**src/rtl/core/qltu_pkg.sv**
```systemverilog
// Shared types and constants for the Q-learning table update block.
// Used by the controller, the datapath and the top level; no dependencies.
`default_nettype none

package qltu_pkg;

   localparam int NUM_STATES_DEF = 8;
   localparam int Q_WIDTH_DEF    = 32;

   localparam int RATE_W = 17;
   localparam logic [RATE_W-1:0] ALPHA_RESET = 17'd32768;
   localparam logic [RATE_W-1:0] GAMMA_RESET = 17'd58982;
   localparam logic [RATE_W-1:0] ONE_FX      = 17'h10000;

   localparam int REQ_DATA_W = 40;
   localparam int RSP_DATA_W = 40;
   localparam int CSR_ADDR_W = 3;
   localparam int CSR_DATA_W = 32;

   localparam logic CSR_IDX_ALPHA = 1'b0;
   localparam logic CSR_IDX_GAMMA = 1'b1;

   localparam logic [7:0] REWARD_BLOCKED = 8'hFF;

   typedef enum logic [1:0] {
      FUNC_LOAD  = 2'd0,
      FUNC_STEP  = 2'd1,
      FUNC_INFER = 2'd2,
      FUNC_NOP   = 2'd3
   } func_type;

   typedef enum logic [3:0] {
      ST_CLEAR,
      ST_IDLE,
      ST_RSCAN,
      ST_CHECK,
      ST_MOD,
      ST_SELECT,
      ST_RDSA,
      ST_CAPSA,
      ST_NSCAN,
      ST_MUL,
      ST_ACC,
      ST_ISCAN,
      ST_EMIT
   } state_type;

   typedef enum logic [1:0] {
      SCAN_REWARD,
      SCAN_NEXT,
      SCAN_INFER
   } scan_kind_type;

   typedef enum logic [2:0] {
      RES_PLAIN,
      RES_LOAD,
      RES_NONE,
      RES_STEP,
      RES_INFER
   } res_kind_type;

   typedef enum logic [2:0] {
      OP_QHI,
      OP_QLO,
      OP_MHI,
      OP_MLO,
      OP_THI,
      OP_TLO
   } mul_op_type;

   typedef struct packed {
      logic          latch;
      logic          clr;
      logic          scan;
      scan_kind_type scan_kind;
      logic          mod_init;
      logic          mod_step;
      logic          sel;
      logic          rd_sa;
      logic          cap_sa;
      logic          mul;
      logic          acc;
      logic          emit;
      res_kind_type  res_kind;
   } dp_cmd_type;

   typedef struct packed {
      logic     clr_last;
      logic     scan_last;
      logic     cnt_zero;
      logic     mod_last;
      logic     sel_hit;
      logic     op_last;
      logic     out_free;
      func_type func;
   } dp_status_type;

endpackage

`default_nettype wire

```
**src/rtl/core/qltu_ram.sv**
```systemverilog
// Generic single-write, single-read RAM with registered read data.
// No dependencies.
`default_nettype none

module qltu_ram #(
   parameter int WIDTH = 8,
   parameter int DEPTH = 64
) (
   input  wire logic                     clock,
   input  wire logic                     wr_en,
   input  wire logic [$clog2(DEPTH)-1:0] wr_addr,
   input  wire logic [WIDTH-1:0]         wr_data,
   input  wire logic [$clog2(DEPTH)-1:0] rd_addr,
   output logic      [WIDTH-1:0]         rd_data
);

   logic [WIDTH-1:0] mem_ff [DEPTH];
   logic [WIDTH-1:0] rd_data_ff;

   always_ff @(posedge clock) begin
      if (wr_en) begin
         mem_ff[wr_addr] <= wr_data;
      end
      rd_data_ff <= mem_ff[rd_addr];
   end

   assign rd_data = rd_data_ff;

endmodule

`default_nettype wire

```
**src/rtl/core/qltu_dpath.sv**
```systemverilog
// Datapath: reward and Q table memories, row scans, modulo unit, shared
// multiplier, accumulators and result register. Depends on qltu_pkg, qltu_ram.
`default_nettype none

module qltu_dpath #(
   parameter int NUM_STATES = qltu_pkg::NUM_STATES_DEF,
   parameter int Q_WIDTH    = qltu_pkg::Q_WIDTH_DEF
) (
   input  wire logic                   clock,
   input  wire logic                   reset,
   input  wire qltu_pkg::dp_cmd_type   cmd_i,
   output qltu_pkg::dp_status_type     status_o,
   input  wire qltu_pkg::func_type     req_func_i,
   input  wire logic [2:0]             req_state_in_i,
   input  wire logic [2:0]             req_column_i,
   input  wire logic [7:0]             req_reward_i,
   input  wire logic [15:0]            req_pick_i,
   input  wire logic [2:0]             req_restart_i,
   input  wire logic [16:0]            alpha_i,
   input  wire logic [16:0]            gamma_i,
   input  wire logic                   rsp_ready_i,
   output logic                        rsp_valid_o,
   output logic [2:0]                  rsp_action_o,
   output logic [2:0]                  rsp_next_state_o,
   output logic [31:0]                 rsp_q_value_o,
   output logic                        rsp_episode_end_o,
   output logic                        rsp_no_action_o
);
   import qltu_pkg::*;

   localparam int SW  = $clog2(NUM_STATES);
   localparam int CW  = SW + 1;
   localparam int MW  = $clog2(NUM_STATES * NUM_STATES);
   localparam int TW  = ((Q_WIDTH > 23) ? Q_WIDTH : 23) + 1;
   localparam int QAW = TW + 1;
   localparam int MA  = ((TW - 16) > 16) ? (TW - 16) : 16;
   localparam int PW  = MA + RATE_W;

   function automatic logic [MW-1:0] tab_addr(input logic [SW-1:0] r, input logic [SW-1:0] c);
      tab_addr = MW'(int'(r) * NUM_STATES + int'(c));
   endfunction

   function automatic logic [SW-1:0] wrap_state(input logic [2:0] v);
      int t;
      t = int'(v);
      for (int k = 0; k < 4; k++) begin
         if (t >= NUM_STATES) t = t - NUM_STATES;
      end
      wrap_state = SW'(t);
   endfunction

   function automatic logic [31:0] sat32(input logic [Q_WIDTH-1:0] v);
      if (64'(v) > 64'h0000_0000_FFFF_FFFF) sat32 = 32'hFFFF_FFFF;
      else sat32 = 32'(v);
   endfunction

   // control registers
   logic [SW-1:0]    cur_ff, cur_in;
   logic [MW-1:0]    clr_ff, clr_in;
   logic             rd_vld_ff, rd_vld_in;
   logic             rsp_vld_ff, rsp_vld_in;
   // payload registers
   logic [SW-1:0]    rd_idx_ff, rd_idx_in;
   logic [CW-1:0]    idx_ff, idx_in;
   logic [SW-1:0]    row_ff, row_in;
   func_type         func_ff, func_in;
   logic [2:0]       sin_ff, sin_in, col_ff, col_in, rst_ff, rst_in;
   logic [7:0]       rew_ff, rew_in;
   logic [15:0]      pick_ff, pick_in;
   logic [NUM_STATES-1:0] mask_ff, mask_in;
   logic [CW-1:0]    cnt_ff, cnt_in, rem_ff, rem_in;
   logic [3:0]       modc_ff, modc_in;
   logic [SW-1:0]    sel_ff, sel_in, act_ff, act_in, best_act_ff, best_act_in;
   logic [Q_WIDTH-1:0] maxq_ff, maxq_in, best_ff, best_in, qsa_ff, qsa_in;
   logic [6:0]       r_ff, r_in;
   mul_op_type       op_ff, op_in;
   logic [PW-1:0]    prod_ff, prod_in;
   logic [QAW-1:0]   qacc_ff, qacc_in;
   logic [TW-1:0]    tacc_ff, tacc_in;
   logic [2:0]       res_action_ff, res_action_in, res_next_ff, res_next_in;
   logic [31:0]      res_q_ff, res_q_in;
   logic             res_end_ff, res_end_in, res_none_ff, res_none_in;

   logic [7:0]         rew_rd, rew_wr_data;
   logic [Q_WIDTH-1:0] q_rd, q_wr_data, q_next;
   logic               rew_wr_en, q_wr_en;
   logic [MW-1:0]      rew_wr_addr, q_wr_addr, rd_addr;
   logic [RATE_W-1:0]  a_eff, g_eff, b_eff;
   logic [MA-1:0]      mul_a;
   logic [RATE_W-1:0]  mul_b;
   logic [CW:0]        mod_sh;
   logic               out_free, allowed_rd;

   qltu_ram #(.WIDTH(8), .DEPTH(NUM_STATES * NUM_STATES)) u_reward_ram (
      .clock   (clock),
      .wr_en   (rew_wr_en),
      .wr_addr (rew_wr_addr),
      .wr_data (rew_wr_data),
      .rd_addr (rd_addr),
      .rd_data (rew_rd)
   );

   qltu_ram #(.WIDTH(Q_WIDTH), .DEPTH(NUM_STATES * NUM_STATES)) u_q_ram (
      .clock   (clock),
      .wr_en   (q_wr_en),
      .wr_addr (q_wr_addr),
      .wr_data (q_wr_data),
      .rd_addr (rd_addr),
      .rd_data (q_rd)
   );

   assign out_free   = !rsp_vld_ff || rsp_ready_i;
   assign allowed_rd = !rew_rd[7];
   assign a_eff = (alpha_i > ONE_FX) ? ONE_FX : alpha_i;
   assign g_eff = (gamma_i > ONE_FX) ? ONE_FX : gamma_i;
   assign b_eff = ONE_FX - a_eff;
   assign q_next = (qacc_ff > QAW'({Q_WIDTH{1'b1}})) ? {Q_WIDTH{1'b1}} : qacc_ff[Q_WIDTH-1:0];
   assign rd_addr = cmd_i.rd_sa ? tab_addr(cur_ff, act_ff) : tab_addr(row_ff, SW'(idx_ff));
   assign mod_sh  = {rem_ff, pick_ff[15]};

   // shared multiplier operand select
   always_comb begin
      case (op_ff)
         OP_QHI: begin mul_a = MA'(qsa_ff >> 16);    mul_b = b_eff; end
         OP_QLO: begin mul_a = MA'(qsa_ff[15:0]);    mul_b = b_eff; end
         OP_MHI: begin mul_a = MA'(maxq_ff >> 16);   mul_b = g_eff; end
         OP_MLO: begin mul_a = MA'(maxq_ff[15:0]);   mul_b = g_eff; end
         OP_THI: begin mul_a = MA'(tacc_ff >> 16);   mul_b = a_eff; end
         OP_TLO: begin mul_a = MA'(tacc_ff[15:0]);   mul_b = a_eff; end
         default: begin mul_a = '0;                  mul_b = '0;    end
      endcase
      prod_in = PW'(mul_a) * PW'(mul_b);
   end

   always_comb begin
      cur_in = cur_ff;  clr_in = clr_ff;  rd_vld_in = 1'b0;
      rsp_vld_in = rsp_vld_ff && !rsp_ready_i;
      rd_idx_in = rd_idx_ff;  idx_in = idx_ff;  row_in = row_ff;
      func_in = func_ff;  sin_in = sin_ff;  col_in = col_ff;  rst_in = rst_ff;
      rew_in = rew_ff;  pick_in = pick_ff;  mask_in = mask_ff;  cnt_in = cnt_ff;
      rem_in = rem_ff;  modc_in = modc_ff;  sel_in = sel_ff;  act_in = act_ff;
      best_act_in = best_act_ff;  maxq_in = maxq_ff;  best_in = best_ff;
      qsa_in = qsa_ff;  r_in = r_ff;  op_in = op_ff;
      qacc_in = qacc_ff;  tacc_in = tacc_ff;
      res_action_in = res_action_ff;  res_next_in = res_next_ff;  res_q_in = res_q_ff;
      res_end_in = res_end_ff;  res_none_in = res_none_ff;
      rew_wr_en = 1'b0;  rew_wr_addr = clr_ff;  rew_wr_data = REWARD_BLOCKED;
      q_wr_en = 1'b0;    q_wr_addr = clr_ff;    q_wr_data = '0;

      if (cmd_i.clr) begin
         rew_wr_en = 1'b1;
         q_wr_en   = 1'b1;
         clr_in    = clr_ff + 1'b1;
      end

      if (cmd_i.latch) begin
         func_in = req_func_i;  sin_in = req_state_in_i;  col_in = req_column_i;
         rew_in = req_reward_i;  pick_in = req_pick_i;  rst_in = req_restart_i;
         idx_in = '0;  cnt_in = '0;  mask_in = '0;  best_in = '0;  best_act_in = '0;
         row_in = (req_func_i == FUNC_STEP) ? cur_ff : wrap_state(req_state_in_i);
      end

      // issue one read per cycle; process the data of the previous read
      if (cmd_i.scan) begin
         if (idx_ff < CW'(NUM_STATES)) begin
            rd_vld_in = 1'b1;
            rd_idx_in = SW'(idx_ff);
            idx_in    = idx_ff + 1'b1;
         end
         if (rd_vld_ff) begin
            case (cmd_i.scan_kind)
               SCAN_REWARD: begin
                  mask_in[rd_idx_ff] = allowed_rd;
                  cnt_in = cnt_ff + CW'(allowed_rd);
               end
               SCAN_NEXT: begin
                  if (allowed_rd && q_rd > maxq_ff) maxq_in = q_rd;
               end
               SCAN_INFER: begin
                  if (q_rd > best_ff) begin
                     best_in     = q_rd;
                     best_act_in = rd_idx_ff;
                  end
               end
               default: ;
            endcase
         end
      end

      if (cmd_i.mod_init) begin
         rem_in = '0;  modc_in = '0;  sel_in = '0;
      end

      // restoring remainder, one pick bit per step
      if (cmd_i.mod_step) begin
         pick_in = {pick_ff[14:0], 1'b0};
         modc_in = modc_ff + 1'b1;
         if (mod_sh >= {1'b0, cnt_ff}) rem_in = CW'(mod_sh - {1'b0, cnt_ff});
         else rem_in = CW'(mod_sh);
      end

      if (cmd_i.sel) begin
         if (mask_ff[sel_ff]) begin
            if (rem_ff == '0) act_in = sel_ff;
            else rem_in = rem_ff - 1'b1;
         end
         sel_in = sel_ff + 1'b1;
      end

      if (cmd_i.cap_sa) begin
         r_in = rew_rd[6:0];  qsa_in = q_rd;
         row_in = act_ff;  idx_in = '0;  maxq_in = '0;  op_in = OP_QHI;
      end

      if (cmd_i.acc) begin
         case (op_ff)
            OP_QHI: qacc_in = QAW'(prod_ff);
            OP_QLO: qacc_in = qacc_ff + QAW'(prod_ff >> 16);
            OP_MHI: tacc_in = TW'(prod_ff) + (TW'(r_ff) << 16);
            OP_MLO: tacc_in = tacc_ff + TW'(prod_ff >> 16);
            OP_THI: qacc_in = qacc_ff + QAW'(prod_ff);
            OP_TLO: qacc_in = qacc_ff + QAW'(prod_ff >> 16);
            default: ;
         endcase
         op_in = mul_op_type'(op_ff + 1'b1);
      end

      if (cmd_i.emit) begin
         rsp_vld_in    = 1'b1;
         res_action_in = '0;
         res_q_in      = '0;
         res_end_in    = 1'b0;
         res_none_in   = 1'b0;
         case (cmd_i.res_kind)
            RES_LOAD: begin
               // drop a load outside the table
               if (int'(sin_ff) < NUM_STATES && int'(col_ff) < NUM_STATES) begin
                  rew_wr_en   = 1'b1;
                  rew_wr_addr = tab_addr(SW'(sin_ff), SW'(col_ff));
                  rew_wr_data = rew_ff;
               end
            end
            RES_NONE: res_none_in = 1'b1;
            RES_STEP: begin
               q_wr_en   = 1'b1;
               q_wr_addr = tab_addr(cur_ff, act_ff);
               q_wr_data = q_next;
               res_action_in = 3'(act_ff);
               res_q_in      = sat32(q_next);
               if (act_ff == SW'(NUM_STATES - 1)) begin
                  res_end_in = 1'b1;
                  cur_in     = wrap_state(rst_ff);
               end else begin
                  cur_in = act_ff;
               end
            end
            RES_INFER: begin
               res_action_in = 3'(best_act_ff);
               res_q_in      = sat32(best_ff);
            end
            default: ;
         endcase
         res_next_in = 3'(cur_in);
      end
   end

   always_ff @(posedge clock) begin
      if (reset) begin
         cur_ff     <= '0;
         clr_ff     <= '0;
         rd_vld_ff  <= 1'b0;
         rsp_vld_ff <= 1'b0;
      end else begin
         cur_ff     <= cur_in;
         clr_ff     <= clr_in;
         rd_vld_ff  <= rd_vld_in;
         rsp_vld_ff <= rsp_vld_in;
      end
   end

   always_ff @(posedge clock) begin
      rd_idx_ff <= rd_idx_in;  idx_ff <= idx_in;  row_ff <= row_in;
      func_ff <= func_in;  sin_ff <= sin_in;  col_ff <= col_in;  rst_ff <= rst_in;
      rew_ff <= rew_in;  pick_ff <= pick_in;  mask_ff <= mask_in;  cnt_ff <= cnt_in;
      rem_ff <= rem_in;  modc_ff <= modc_in;  sel_ff <= sel_in;  act_ff <= act_in;
      best_act_ff <= best_act_in;  maxq_ff <= maxq_in;  best_ff <= best_in;
      qsa_ff <= qsa_in;  r_ff <= r_in;  op_ff <= op_in;
      prod_ff <= cmd_i.mul ? prod_in : prod_ff;
      qacc_ff <= qacc_in;  tacc_ff <= tacc_in;
      res_action_ff <= res_action_in;  res_next_ff <= res_next_in;  res_q_ff <= res_q_in;
      res_end_ff <= res_end_in;  res_none_ff <= res_none_in;
   end

   always_comb begin
      status_o.clr_last  = (clr_ff == MW'(NUM_STATES * NUM_STATES - 1));
      status_o.scan_last = rd_vld_ff && (rd_idx_ff == SW'(NUM_STATES - 1));
      status_o.cnt_zero  = (cnt_ff == '0);
      status_o.mod_last  = (modc_ff == 4'd15);
      status_o.sel_hit   = mask_ff[sel_ff] && (rem_ff == '0);
      status_o.op_last   = (op_ff == OP_TLO);
      status_o.out_free  = out_free;
      status_o.func      = func_ff;
   end

   assign rsp_valid_o       = rsp_vld_ff;
   assign rsp_action_o      = res_action_ff;
   assign rsp_next_state_o  = res_next_ff;
   assign rsp_q_value_o     = res_q_ff;
   assign rsp_episode_end_o = res_end_ff;
   assign rsp_no_action_o   = res_none_ff;

endmodule

`default_nettype wire

```
**src/rtl/core/qltu_ctrl.sv**
```systemverilog
// Controller state machine: sequences clearing, scans, modulo, selection,
// multiply-accumulate and result emission. Depends on qltu_pkg.
`default_nettype none

module qltu_ctrl (
   input  wire logic                    clock,
   input  wire logic                    reset,
   input  wire logic                    req_tvalid_i,
   input  wire qltu_pkg::func_type      req_func_i,
   input  wire qltu_pkg::dp_status_type status_i,
   output logic                         req_tready_o,
   output qltu_pkg::dp_cmd_type         cmd_o
);
   import qltu_pkg::*;

   state_type state_ff, state_in;
   logic      accept;

   assign req_tready_o = (state_ff == ST_IDLE);
   assign accept       = req_tready_o && req_tvalid_i;

   always_comb begin
      state_in = state_ff;
      case (state_ff)
         ST_CLEAR:  if (status_i.clr_last) state_in = ST_IDLE;
         ST_IDLE: begin
            if (accept) begin
               case (req_func_i)
                  FUNC_STEP:  state_in = ST_RSCAN;
                  FUNC_INFER: state_in = ST_ISCAN;
                  default:    state_in = ST_EMIT;
               endcase
            end
         end
         ST_RSCAN:  if (status_i.scan_last) state_in = ST_CHECK;
         ST_CHECK:  state_in = status_i.cnt_zero ? ST_EMIT : ST_MOD;
         ST_MOD:    if (status_i.mod_last) state_in = ST_SELECT;
         ST_SELECT: if (status_i.sel_hit) state_in = ST_RDSA;
         ST_RDSA:   state_in = ST_CAPSA;
         ST_CAPSA:  state_in = ST_NSCAN;
         ST_NSCAN:  if (status_i.scan_last) state_in = ST_MUL;
         ST_MUL:    state_in = ST_ACC;
         ST_ACC:    state_in = status_i.op_last ? ST_EMIT : ST_MUL;
         ST_ISCAN:  if (status_i.scan_last) state_in = ST_EMIT;
         ST_EMIT:   if (status_i.out_free) state_in = ST_IDLE;
         default:   state_in = ST_IDLE;
      endcase
   end

   always_comb begin
      cmd_o = '0;
      cmd_o.scan_kind = SCAN_REWARD;
      cmd_o.res_kind  = RES_PLAIN;
      case (state_ff)
         ST_CLEAR:  cmd_o.clr = 1'b1;
         ST_IDLE:   cmd_o.latch = accept;
         ST_RSCAN:  cmd_o.scan = 1'b1;
         ST_CHECK:  cmd_o.mod_init = 1'b1;
         ST_MOD:    cmd_o.mod_step = 1'b1;
         ST_SELECT: cmd_o.sel = 1'b1;
         ST_RDSA:   cmd_o.rd_sa = 1'b1;
         ST_CAPSA:  cmd_o.cap_sa = 1'b1;
         ST_NSCAN: begin
            cmd_o.scan      = 1'b1;
            cmd_o.scan_kind = SCAN_NEXT;
         end
         ST_MUL:    cmd_o.mul = 1'b1;
         ST_ACC:    cmd_o.acc = 1'b1;
         ST_ISCAN: begin
            cmd_o.scan      = 1'b1;
            cmd_o.scan_kind = SCAN_INFER;
         end
         ST_EMIT: begin
            // hold until the result register is free
            cmd_o.emit = status_i.out_free;
            case (status_i.func)
               FUNC_LOAD:  cmd_o.res_kind = RES_LOAD;
               FUNC_STEP:  cmd_o.res_kind = status_i.cnt_zero ? RES_NONE : RES_STEP;
               FUNC_INFER: cmd_o.res_kind = RES_INFER;
               default:    cmd_o.res_kind = RES_PLAIN;
            endcase
         end
         default: ;
      endcase
   end

   always_ff @(posedge clock) begin
      if (reset) begin
         state_ff <= ST_CLEAR;
      end else begin
         state_ff <= state_in;
      end
   end

   assert property (@(posedge clock) disable iff (reset)
      cmd_o.emit |-> status_i.out_free)
      else $error("result emitted while result register busy");

   assert property (@(posedge clock) disable iff (reset)
      accept |=> (state_ff != ST_IDLE))
      else $error("accepted transaction not started");

   assert property (@(posedge clock) disable iff (reset)
      (state_ff == ST_MOD || state_ff == ST_SELECT) |-> !status_i.cnt_zero)
      else $error("action selection with no allowed action");

endmodule

`default_nettype wire

```
**src/rtl/core/q_learning_table_update.sv**
```systemverilog
// Top level of the Q-learning table update block: stream ports, APB-style
// register port, controller and datapath. Depends on qltu_pkg, qltu_ctrl, qltu_dpath.
//
//   channel  direction  handshake               payload
//   req      in         req_tvalid/req_tready   req_tdata, req_tuser (func)
//   rsp      out        rsp_tvalid/rsp_tready   rsp_tdata, rsp_tuser (flags)
//   csr      in         csr_psel/csr_penable    csr_paddr, csr_pwdata, csr_prdata
//
// One transaction at a time. A load goes straight to the emit state, an infer does
// one row scan (one Q entry read per cycle through the RAM read port), and a step
// does two row scans, a 16-step remainder, a 1..N step action search and six passes
// of the shared multiplier, or only the first scan if no action is allowed. After
// reset a clearing pass fills both tables; req_tready stays low during it. A finished
// result waits in the output register while the next transaction is taken; a stalled
// rsp side holds the block in its emit state only when a second result is ready.
`default_nettype none

module q_learning_table_update #(
   parameter int NUM_STATES = qltu_pkg::NUM_STATES_DEF,
   parameter int Q_WIDTH    = qltu_pkg::Q_WIDTH_DEF
) (
   input  wire logic                             clock,
   input  wire logic                             reset,
   input  wire logic                             req_tvalid,
   output logic                                  req_tready,
   // state_in[2:0], column[5:3], reward[13:6], pick[29:14], restart_state[32:30]
   input  wire logic [qltu_pkg::REQ_DATA_W-1:0]  req_tdata,
   // func[1:0]
   input  wire logic [1:0]                       req_tuser,
   output logic                                  rsp_tvalid,
   input  wire logic                             rsp_tready,
   // action[2:0], next_state[5:3], q_value[37:6]
   output logic [qltu_pkg::RSP_DATA_W-1:0]       rsp_tdata,
   // episode_end[0], no_action[1]
   output logic [1:0]                            rsp_tuser,
   input  wire logic                             csr_psel,
   input  wire logic                             csr_penable,
   input  wire logic                             csr_pwrite,
   input  wire logic [qltu_pkg::CSR_ADDR_W-1:0]  csr_paddr,
   input  wire logic [qltu_pkg::CSR_DATA_W-1:0]  csr_pwdata,
   output logic [qltu_pkg::CSR_DATA_W-1:0]       csr_prdata,
   output logic                                  csr_pready
);
   import qltu_pkg::*;

   logic [RATE_W-1:0] alpha_ff, alpha_in, gamma_ff, gamma_in;
   logic              csr_wr;
   dp_cmd_type        cmd;
   dp_status_type     status;
   logic [2:0]        rsp_action, rsp_next_state;
   logic [31:0]       rsp_q_value;
   logic              rsp_episode_end, rsp_no_action;

   assign csr_pready = 1'b1;
   assign csr_wr     = csr_psel && csr_penable && csr_pwrite;

   always_comb begin
      alpha_in = alpha_ff;
      gamma_in = gamma_ff;
      if (csr_wr) begin
         case (csr_paddr[2])
            CSR_IDX_ALPHA: alpha_in = csr_pwdata[RATE_W-1:0];
            CSR_IDX_GAMMA: gamma_in = csr_pwdata[RATE_W-1:0];
            default: ;
         endcase
      end
   end

   always_ff @(posedge clock) begin
      if (reset) begin
         alpha_ff <= ALPHA_RESET;
         gamma_ff <= GAMMA_RESET;
      end else begin
         alpha_ff <= alpha_in;
         gamma_ff <= gamma_in;
      end
   end

   assign csr_prdata = (csr_paddr[2] == CSR_IDX_GAMMA) ? CSR_DATA_W'(gamma_ff)
                                                       : CSR_DATA_W'(alpha_ff);

   qltu_ctrl u_ctrl (
      .clock        (clock),
      .reset        (reset),
      .req_tvalid_i (req_tvalid),
      .req_func_i   (func_type'(req_tuser)),
      .status_i     (status),
      .req_tready_o (req_tready),
      .cmd_o        (cmd)
   );

   qltu_dpath #(.NUM_STATES(NUM_STATES), .Q_WIDTH(Q_WIDTH)) u_dpath (
      .clock             (clock),
      .reset             (reset),
      .cmd_i             (cmd),
      .status_o          (status),
      .req_func_i        (func_type'(req_tuser)),
      .req_state_in_i    (req_tdata[2:0]),
      .req_column_i      (req_tdata[5:3]),
      .req_reward_i      (req_tdata[13:6]),
      .req_pick_i        (req_tdata[29:14]),
      .req_restart_i     (req_tdata[32:30]),
      .alpha_i           (alpha_ff),
      .gamma_i           (gamma_ff),
      .rsp_ready_i       (rsp_tready),
      .rsp_valid_o       (rsp_tvalid),
      .rsp_action_o      (rsp_action),
      .rsp_next_state_o  (rsp_next_state),
      .rsp_q_value_o     (rsp_q_value),
      .rsp_episode_end_o (rsp_episode_end),
      .rsp_no_action_o   (rsp_no_action)
   );

   assign rsp_tdata = {2'b00, rsp_q_value, rsp_next_state, rsp_action};
   assign rsp_tuser = {rsp_no_action, rsp_episode_end};

endmodule

`default_nettype wire

```
**config.mk**
```make
export PLATFORM = sky130hd
export DESIGN_NAME = q_learning_table_update
export DESIGN_NICKNAME = d
export VERILOG_FILES = /design/src/rtl/core/qltu_pkg.sv /design/src/rtl/core/qltu_ram.sv /design/src/rtl/core/qltu_dpath.sv /design/src/rtl/core/qltu_ctrl.sv /design/src/rtl/core/q_learning_table_update.sv
export SDC_FILE = /design/constraint.sdc
export NUM_CORES = 2
export LEC_CHECK = 0
export ABC_CLOCK_PERIOD_IN_PS = 15400
export BUFFER_PORTS_ARGS = -buffer_cell sky130_fd_sc_hd__clkbuf_2
export CAP_MARGIN = 0
export CORE_MARGIN = 2
export CORE_UTILIZATION = 45
export DETAILED_ROUTE_END_ITERATION = 6
export GPL_TIMING_DRIVEN = 0
export SYNTH_ARGS = -nofsm -noshare
export SYNTH_HDL_FRONTEND = slang
export SYNTH_HIERARCHICAL = 1
export SYNTH_SLANG_ARGS = --single-unit
```
**constraint.sdc**
```tcl
create_clock -name clock -period 15.4 [get_ports clock]
set_clock_uncertainty 0.1 [all_clocks]
set_input_delay 3.08 -clock clock [delete_from_list [all_inputs] [get_ports clock]]
set_output_delay 3.08 -clock clock [all_outputs]
set_load 0.02 [all_outputs]
```
Word-level counts from Yosys, hierarchy flattened
Memories as Yosys holds them, arrays and structs flattened. A register that Yosys moved wholly into a read port is not among the register bits.
Index checks and enable logic that the tools add are counted.
{"block": "word_totals", "n_memories": 2, "out_inout_bits": 77, "ff_bits": 370, "wordCells": 249, "ramBits": 2560, "in_bits": 84}
{"memory": "u_dpath.u_q_ram.mem_ff", "words": 64, "width": 32, "read_ports": 1, "rd_ports_with_merged_regs": 1, "wr": 1, "line": "qltu_ram.sv:17", "text": "logic [WIDTH-1:0] mem_ff [DEPTH];"}
{"memory": "u_dpath.u_reward_ram.mem_ff", "words": 64, "width": 8, "read_ports": 1, "rd_ports_with_merged_regs": 1, "wr": 1, "line": "qltu_ram.sv:17"}
{"block": "classes", "n_bitwise": 2, "mux": 103, "addsub": 16, "n_reduce_logical": 39, "magnitude_cmp": 10, "n_eq_ne": 39, "multipliers": 1}
{"operator": "32-bit two-way mux", "n": 8}
{"operator": "17-bit case mux with 6 select lines", "n": 1}
{"operator": "34-bit case mux with 3 select lines", "n": 1}
{"operator": "4-bit two-way mux", "n": 25}
{"operator": "33-bit case mux with 2 select lines", "n": 1}
{"operator": "32-bit > comparator", "n": 2}
{"operator": "32-bit case mux with 2 select lines", "n": 1}
{"operator": "4-bit case mux with 13 select lines", "n": 1}
{"operator": "17-bit two-way mux", "n": 3}
{"operator": "17-bit case mux with 3 select lines", "n": 1}
{"operator": "8-bit two-way mux", "n": 6}
{"operator": "3-bit two-way mux", "n": 15}
{"operator": "34-bit by 18-bit adder with 34-bit output", "n": 1}
{"operator": "34-bit adder", "n": 1}
{"operator": "17-bit > comparator, second input constant", "n": 2}
{"operator": "34-bit by 32-bit > comparator with 1-bit output, second input constant", "n": 1}
{"operator": "17-bit by 17-bit multiplier with 34-bit output", "n": 1}
{"operator": "33-bit by 18-bit adder with 33-bit output", "n": 1}
{"operator": "33-bit by 23-bit adder with 33-bit output", "n": 1}
{"operator": "16-bit two-way mux", "n": 2}
{"operator": "6-bit two-way mux", "n": 5}
{"operator": "1-bit two-way mux", "n": 26}
{"operator": "4-bit == test, second input constant", "n": 6}
{"operator": "6-bit by 3-bit adder with 6-bit output", "n": 3}
{"operator": "44 further kinds", "n": 95}

Longest topological paths before layout
{"block": "logic_depth", "depth_word": 9, "mapped_depth": 34, "ltp_nobuf": 32}

Hierarchy
The synthesis kept the hierarchy.
{"module": "qltu_ram (u_dpath.u_q_ram)", "area_each_um2": 78520.3, "seq_area_each_um2": 62139.6, "instances": 1, "cells_each": 3324}
{"module": "qltu_dpath", "area_each_um2": 29200.5, "seq_area_each_um2": 8978.6, "instances": 1, "cells_each": 3069}
{"module": "qltu_ram (u_dpath.u_reward_ram)", "area_each_um2": 20166.8, "seq_area_each_um2": 15534.9, "instances": 1, "cells_each": 940}
{"module": "q_learning_table_update", "area_each_um2": 1805.5, "seq_area_each_um2": 680.7, "instances": 1, "cells_each": 181}
{"module": "qltu_ctrl", "area_each_um2": 668.1, "seq_area_each_um2": 80.1, "instances": 1, "cells_each": 91}

Worst setup path after synthesis
Ideal clock, no wire load.
{"block": "synth_path", "kind": "input port to flip-flop", "start": "input rsp_tready", "end": "memory u_dpath/u_q_ram/mem_ff[48][0] (netlist name) (enable)", "setup_slack_ns": 6.948, "setup_ns": 0.461, "arrival_ns": 7.891, "t_required_ns": 14.839, "stages": 9, "path_cell_list": "nand2b_1 buf_4 and3_1 nand2_1 mux2_2 clkbuf_1 nor2b_1 nand4b_1 nor3_1"}
{"item": "start: declaration", "line": "q_learning_table_update.sv:31", "text": "input wire logic rsp_tready,"}
{"item": "end: declaration", "line": "qltu_ram.sv:17"}

Worst setup path in the final report
{"block": "layout_path", "start": "register u_dpath.op_ff[2]", "end": "register u_dpath.prod_ff[30] (data pin)"}
{"block": "layout_via", "elab_chain_len": 4, "word_cells_on_any_way": 12, "classes_between": "1 x mul; 5 x eq/ne; 2 x mux; 4 x reduce/logical"}
{"item": "start: declaration", "line": "qltu_dpath.sv:76", "text": "mul_op_type op_ff, op_in;"}
{"item": "start signal: assignment", "line": "qltu_dpath.sv:287", "text": "qsa_ff <= qsa_in; r_ff <= r_in; op_ff <= op_in;"}
{"item": "3-bit == test (tied with other cells)", "line": "qltu_dpath.sv:123", "text": "case (op_ff)"}
{"item": "2-bit OR reduction (no line)"}
{"item": "17-bit case mux with 3 select lines", "line": "qltu_dpath.sv:123"}
{"item": "17-bit by 17-bit multiplier with 34-bit output *", "line": "qltu_dpath.sv:132", "text": "prod_in = PW'(mul_a) * PW'(mul_b);"}
{"item": "net u_dpath.prod_in[30]", "line": "qltu_dpath.sv:77", "text": "logic [PW-1:0] prod_ff, prod_in;"}
{"item": "end signal: assignment", "line": "qltu_dpath.sv:288", "text": "prod_ff <= cmd_i.mul ? prod_in : prod_ff;"}
{"item": "end: declaration", "line": "qltu_dpath.sv:77"}
Mark *: on every way through the listed nets, which the timed path passes. The rest lies on a longest branch.
A chain may end at the register's enable or synchronous reset.

==> reports/metrics.cfg <==
[outcome]
run_status = complete, but fails checks
violations = DRC

[power]
seq_power_share_pct = 46.1
pwr-share-comb_pct = 15.7
vdd_drop_max_mv = 0.1275
static-leakage-power_nw = 50.79
pwr-share-clk_pct = 38.2
switching_share_pct = 26.55
switching_power_mw = 5.123
internal_power_mw = 14.17
power_density_nw_per_um2 = 129.5

[hold_path]
min_path_type = flip-flop to flip-flop
min_from = u_dpath/u_reward_ram/rd_data[6]

[global_routing]
grt_pass1_wl_um = 559100
grt_pass1_vias = 74350
antenna_found_initial = 23
grt_util_all_layers_pct = 26.99
gr-total-overflow = 0
grt_max_degree = 54

[worst_setup_path]
cp_max_fo = 10
startpoint = u_dpath/op_ff[2]
crit_required_ps = 15930
max_stage_delay_ps = 930
start_kind = flip-flop
critPathKind = flip-flop to flip-flop
r2r_start = u_dpath/op_ff[2]
worst_path_most_repeated_cell = fa_1
crit_arrival_ps = 11770
endpoint_kind = flip-flop
critical-path-slowest-cell = a2111oi_0

[finish]
multi_input_area_um2 = 40340
drive_gt1_share_pct = 21.27
instances_no_fill = 12230
syn_to_final_growth_pct = 14.35
fillers = 23240
seqCellArea_um2 = 87410
final_nets = 8759
final_util_pct = 51.73

[synth]
avgSynthCellArea_um2 = 17.14
yosysTopAreaCell = edfxtp_1
yosysMostFrequentCell = edfxtp_1
ys_types = 105
yosysSeqAreaShare_pct = 67.06
synth_top_area_share_pct = 64.34
ys_ff_latch = 2970
syn_area_um2 = 130400
synthTopCellsByArea = edfxtp_1 64%, mux4_2 12%, fa_1 3.5%, dfxtp_1 2.7%, ha_1 2.4%
ys_async_sr_fraction_pct = 0
synth-edff-count = 2793
ys_warn_count = 6
synthCells = 7605
synthFlopType = edfxtp_1
synthTopCellsByCount = 2793 x edfxtp_1, 672 x mux4_2, 473 x nor2_1, 430 x nand2_1, 388 x inv_1

[sta]
maxSlewViolCount = 0
setup_viol = 0
relSlewSlack_pct = 1.626
setup_slack_ps = 4154
final-hold-violation-count = 0
grt_setup_unrepaired = false
fmax_mhz = 88.92
final.min_clock_period_ps = 11250
worst_pin_slew_ps = 1476
final.period_utilization_pct = 73.02
finalSetupTns_ps = 0

[clock_tree]
cts_buffer_depth = 4
cts_resized = 0
clk_latency_ps = 880
cts_made_buffers = 318
cts.root.buffer_cell = clkbuf_16
post_cts_buffers = 0
clk_pin_slew_worst_paths_ps = 60
htreeDepth = 5
cts_tree = done
clkSinkCount = 2970
cts_hold_repair.buffers = 0

[floorplan]
pin_count = 161
start_util_pct = 45.24
die_area_um2 = 294000
die_w_um = 542.2
fp.dieH_um = 542.2
core_um2 = 288100
num_rows = 197

[placed_design]
placed_cells = 11650
place.gp.congestion = 0.9341
hpwl_um = 278200
pre_cts_ws_ps = 4222
io_buffer_count = 118

[detailed_routing]
drc = 4
wl_per_cell_um = 32.68
vias = 75030
viasPerCell = 6.137
drtPass1Iterations = 7
totalWireLength_um = 399500
first_iter_violations = 10210
final_antenna_net_count = 0

[run]
max_cap_violations = 0

cell families (layout without fill, tap and decap cells):
| group | after synthesis | in the layout | synth area share, % |
|---|---|---|---|
| AO/OA/AOI/OAI | 804 | 804 | 4.092 |
| XOR/XNOR | 117 | 117 | 0.7861 |
| adder cells (fa/ha/maj) | 482 | 482 | 5.939 |
| buffers and inverters | 775 | 1594 | 2.630 |
| flip-flops | 2970 | 2970 | 67.06 |
| multiplexers | 994 | 994 | 14.19 |
| other | 2 | 23 | 0.005761 |
| AND/OR/NAND/NOR | 1461 | 1461 | 5.299 |
critical path: cells and delay by family (launching register included):
family,cells,cell delay [ps]
DFF,1,450
and+or+nand+nor,5,910
AOI/OAI and AO/OA,8,3630
buffers and inverters,8,2040
xor gates and xnor gates,1,130
adders and majority gates,8,3750
placed cells by master (no fill, tap or decap), types with 51 or more instances in the layout:
master / n
clkbuf_1: 253
a21oi_1: 201
o22ai_1: 94
fa_1: 228
nor2_1: 379
clkinv_1: 65
nand2b_1: 139
nor2_4: 95
mux2_2: 116
edfxtp_1: 2793
clkbuf_2: 120
and2_1: 76
buf_12: 109
buf_4: 70
nand2_1: 430
ha_1: 254
buf_2: 85
inv_1: 388
nand3_1: 51
xnor2_1: 89
dfxtp_1: 177
clkbuf_16: 326
mux2i_1: 206
o21ai_0: 155
mux4_2: 672
nor2b_1: 76
cell type report:
| cell class | instances | area share (%) |
|---|---|---|
| Antenna cell | 5 | 0.008394 |
| Sequential cell | 2970 | 58.64 |
| Clock inverter | 168 | 0.9594 |
| Multi-Input combinational cell | 3876 | 27.06 |
| Timing Repair Buffer | 252 | 2.177 |
| Clock buffer | 399 | 5.677 |
| Inverter | 388 | 0.9770 |
| Tap cell | 3781 | 3.174 |
| Buffer | 387 | 1.325 |
stage by stage:
| stage | hold slack (ps) | instance area [um^2] | power, mW |
|---|---|---|---|
| floorplan | 285.5 | 130400 | 10.94 |
| global placement | 294.6 | 135700 | 12.06 |
| detailed placement | 295.2 | 139100 | 12.10 |
| CTS | 309.9 | 149000 | 19.41 |
| global route | 321.7 | 149100 | 19.81 |
| finish | 311.1 | 149100 | 19.30 |
flip-flops by register name (all words and copies together) (netlist names), 32 cells and up:
register and count:
u_dpath/maxq_ff 32, u_dpath/prod_ff 34, u_dpath/qacc_ff 34, u_dpath/u_reward_ram/mem_ff 512, u_dpath/u_q_ram/mem_ff 2048, u_dpath/u_q_ram/rd_data 32
u_dpath/rsp_q_value_o 32, u_dpath/tacc_ff 33, u_dpath/qsa_ff 32, u_dpath/best_ff 32
power groups by stage:
stage,clock [mW],sequential [mW],combinational [mW]
global placement,0,9.07,2.99
floorplan,0,9.03,1.91
detailed placement,0,9.07,3.03
finish,7.37,8.90,3.03
global route,7.77,8.90,3.14
CTS,7.47,8.90,3.04
metal layers:
layer | track usage (%) | up-vias | part of all wire (%)
met2 | 43.06 | 3966 | 47
li1 | - | 30720 | -
met3 | 4.832 | 769 | 9.2
met5 | 0 | - | 0.017
met1 | 36.30 | 39570 | 39
met4 | 12.12 | 10 | 5.3
final timing paths:
kind | to | slack, ps | depth (start not counted)
worst max-delay path | u_dpath/prod_ff[30] | 4150 | 30
worst min-delay path | u_dpath/r_ff[6] | 310 | 0
worst min register to register | u_dpath/r_ff[6] | 310 | 0
worst max register to register | u_dpath/prod_ff[30] | 4150 | 30
No activity file was read; power rests on OpenSTA's default activity.
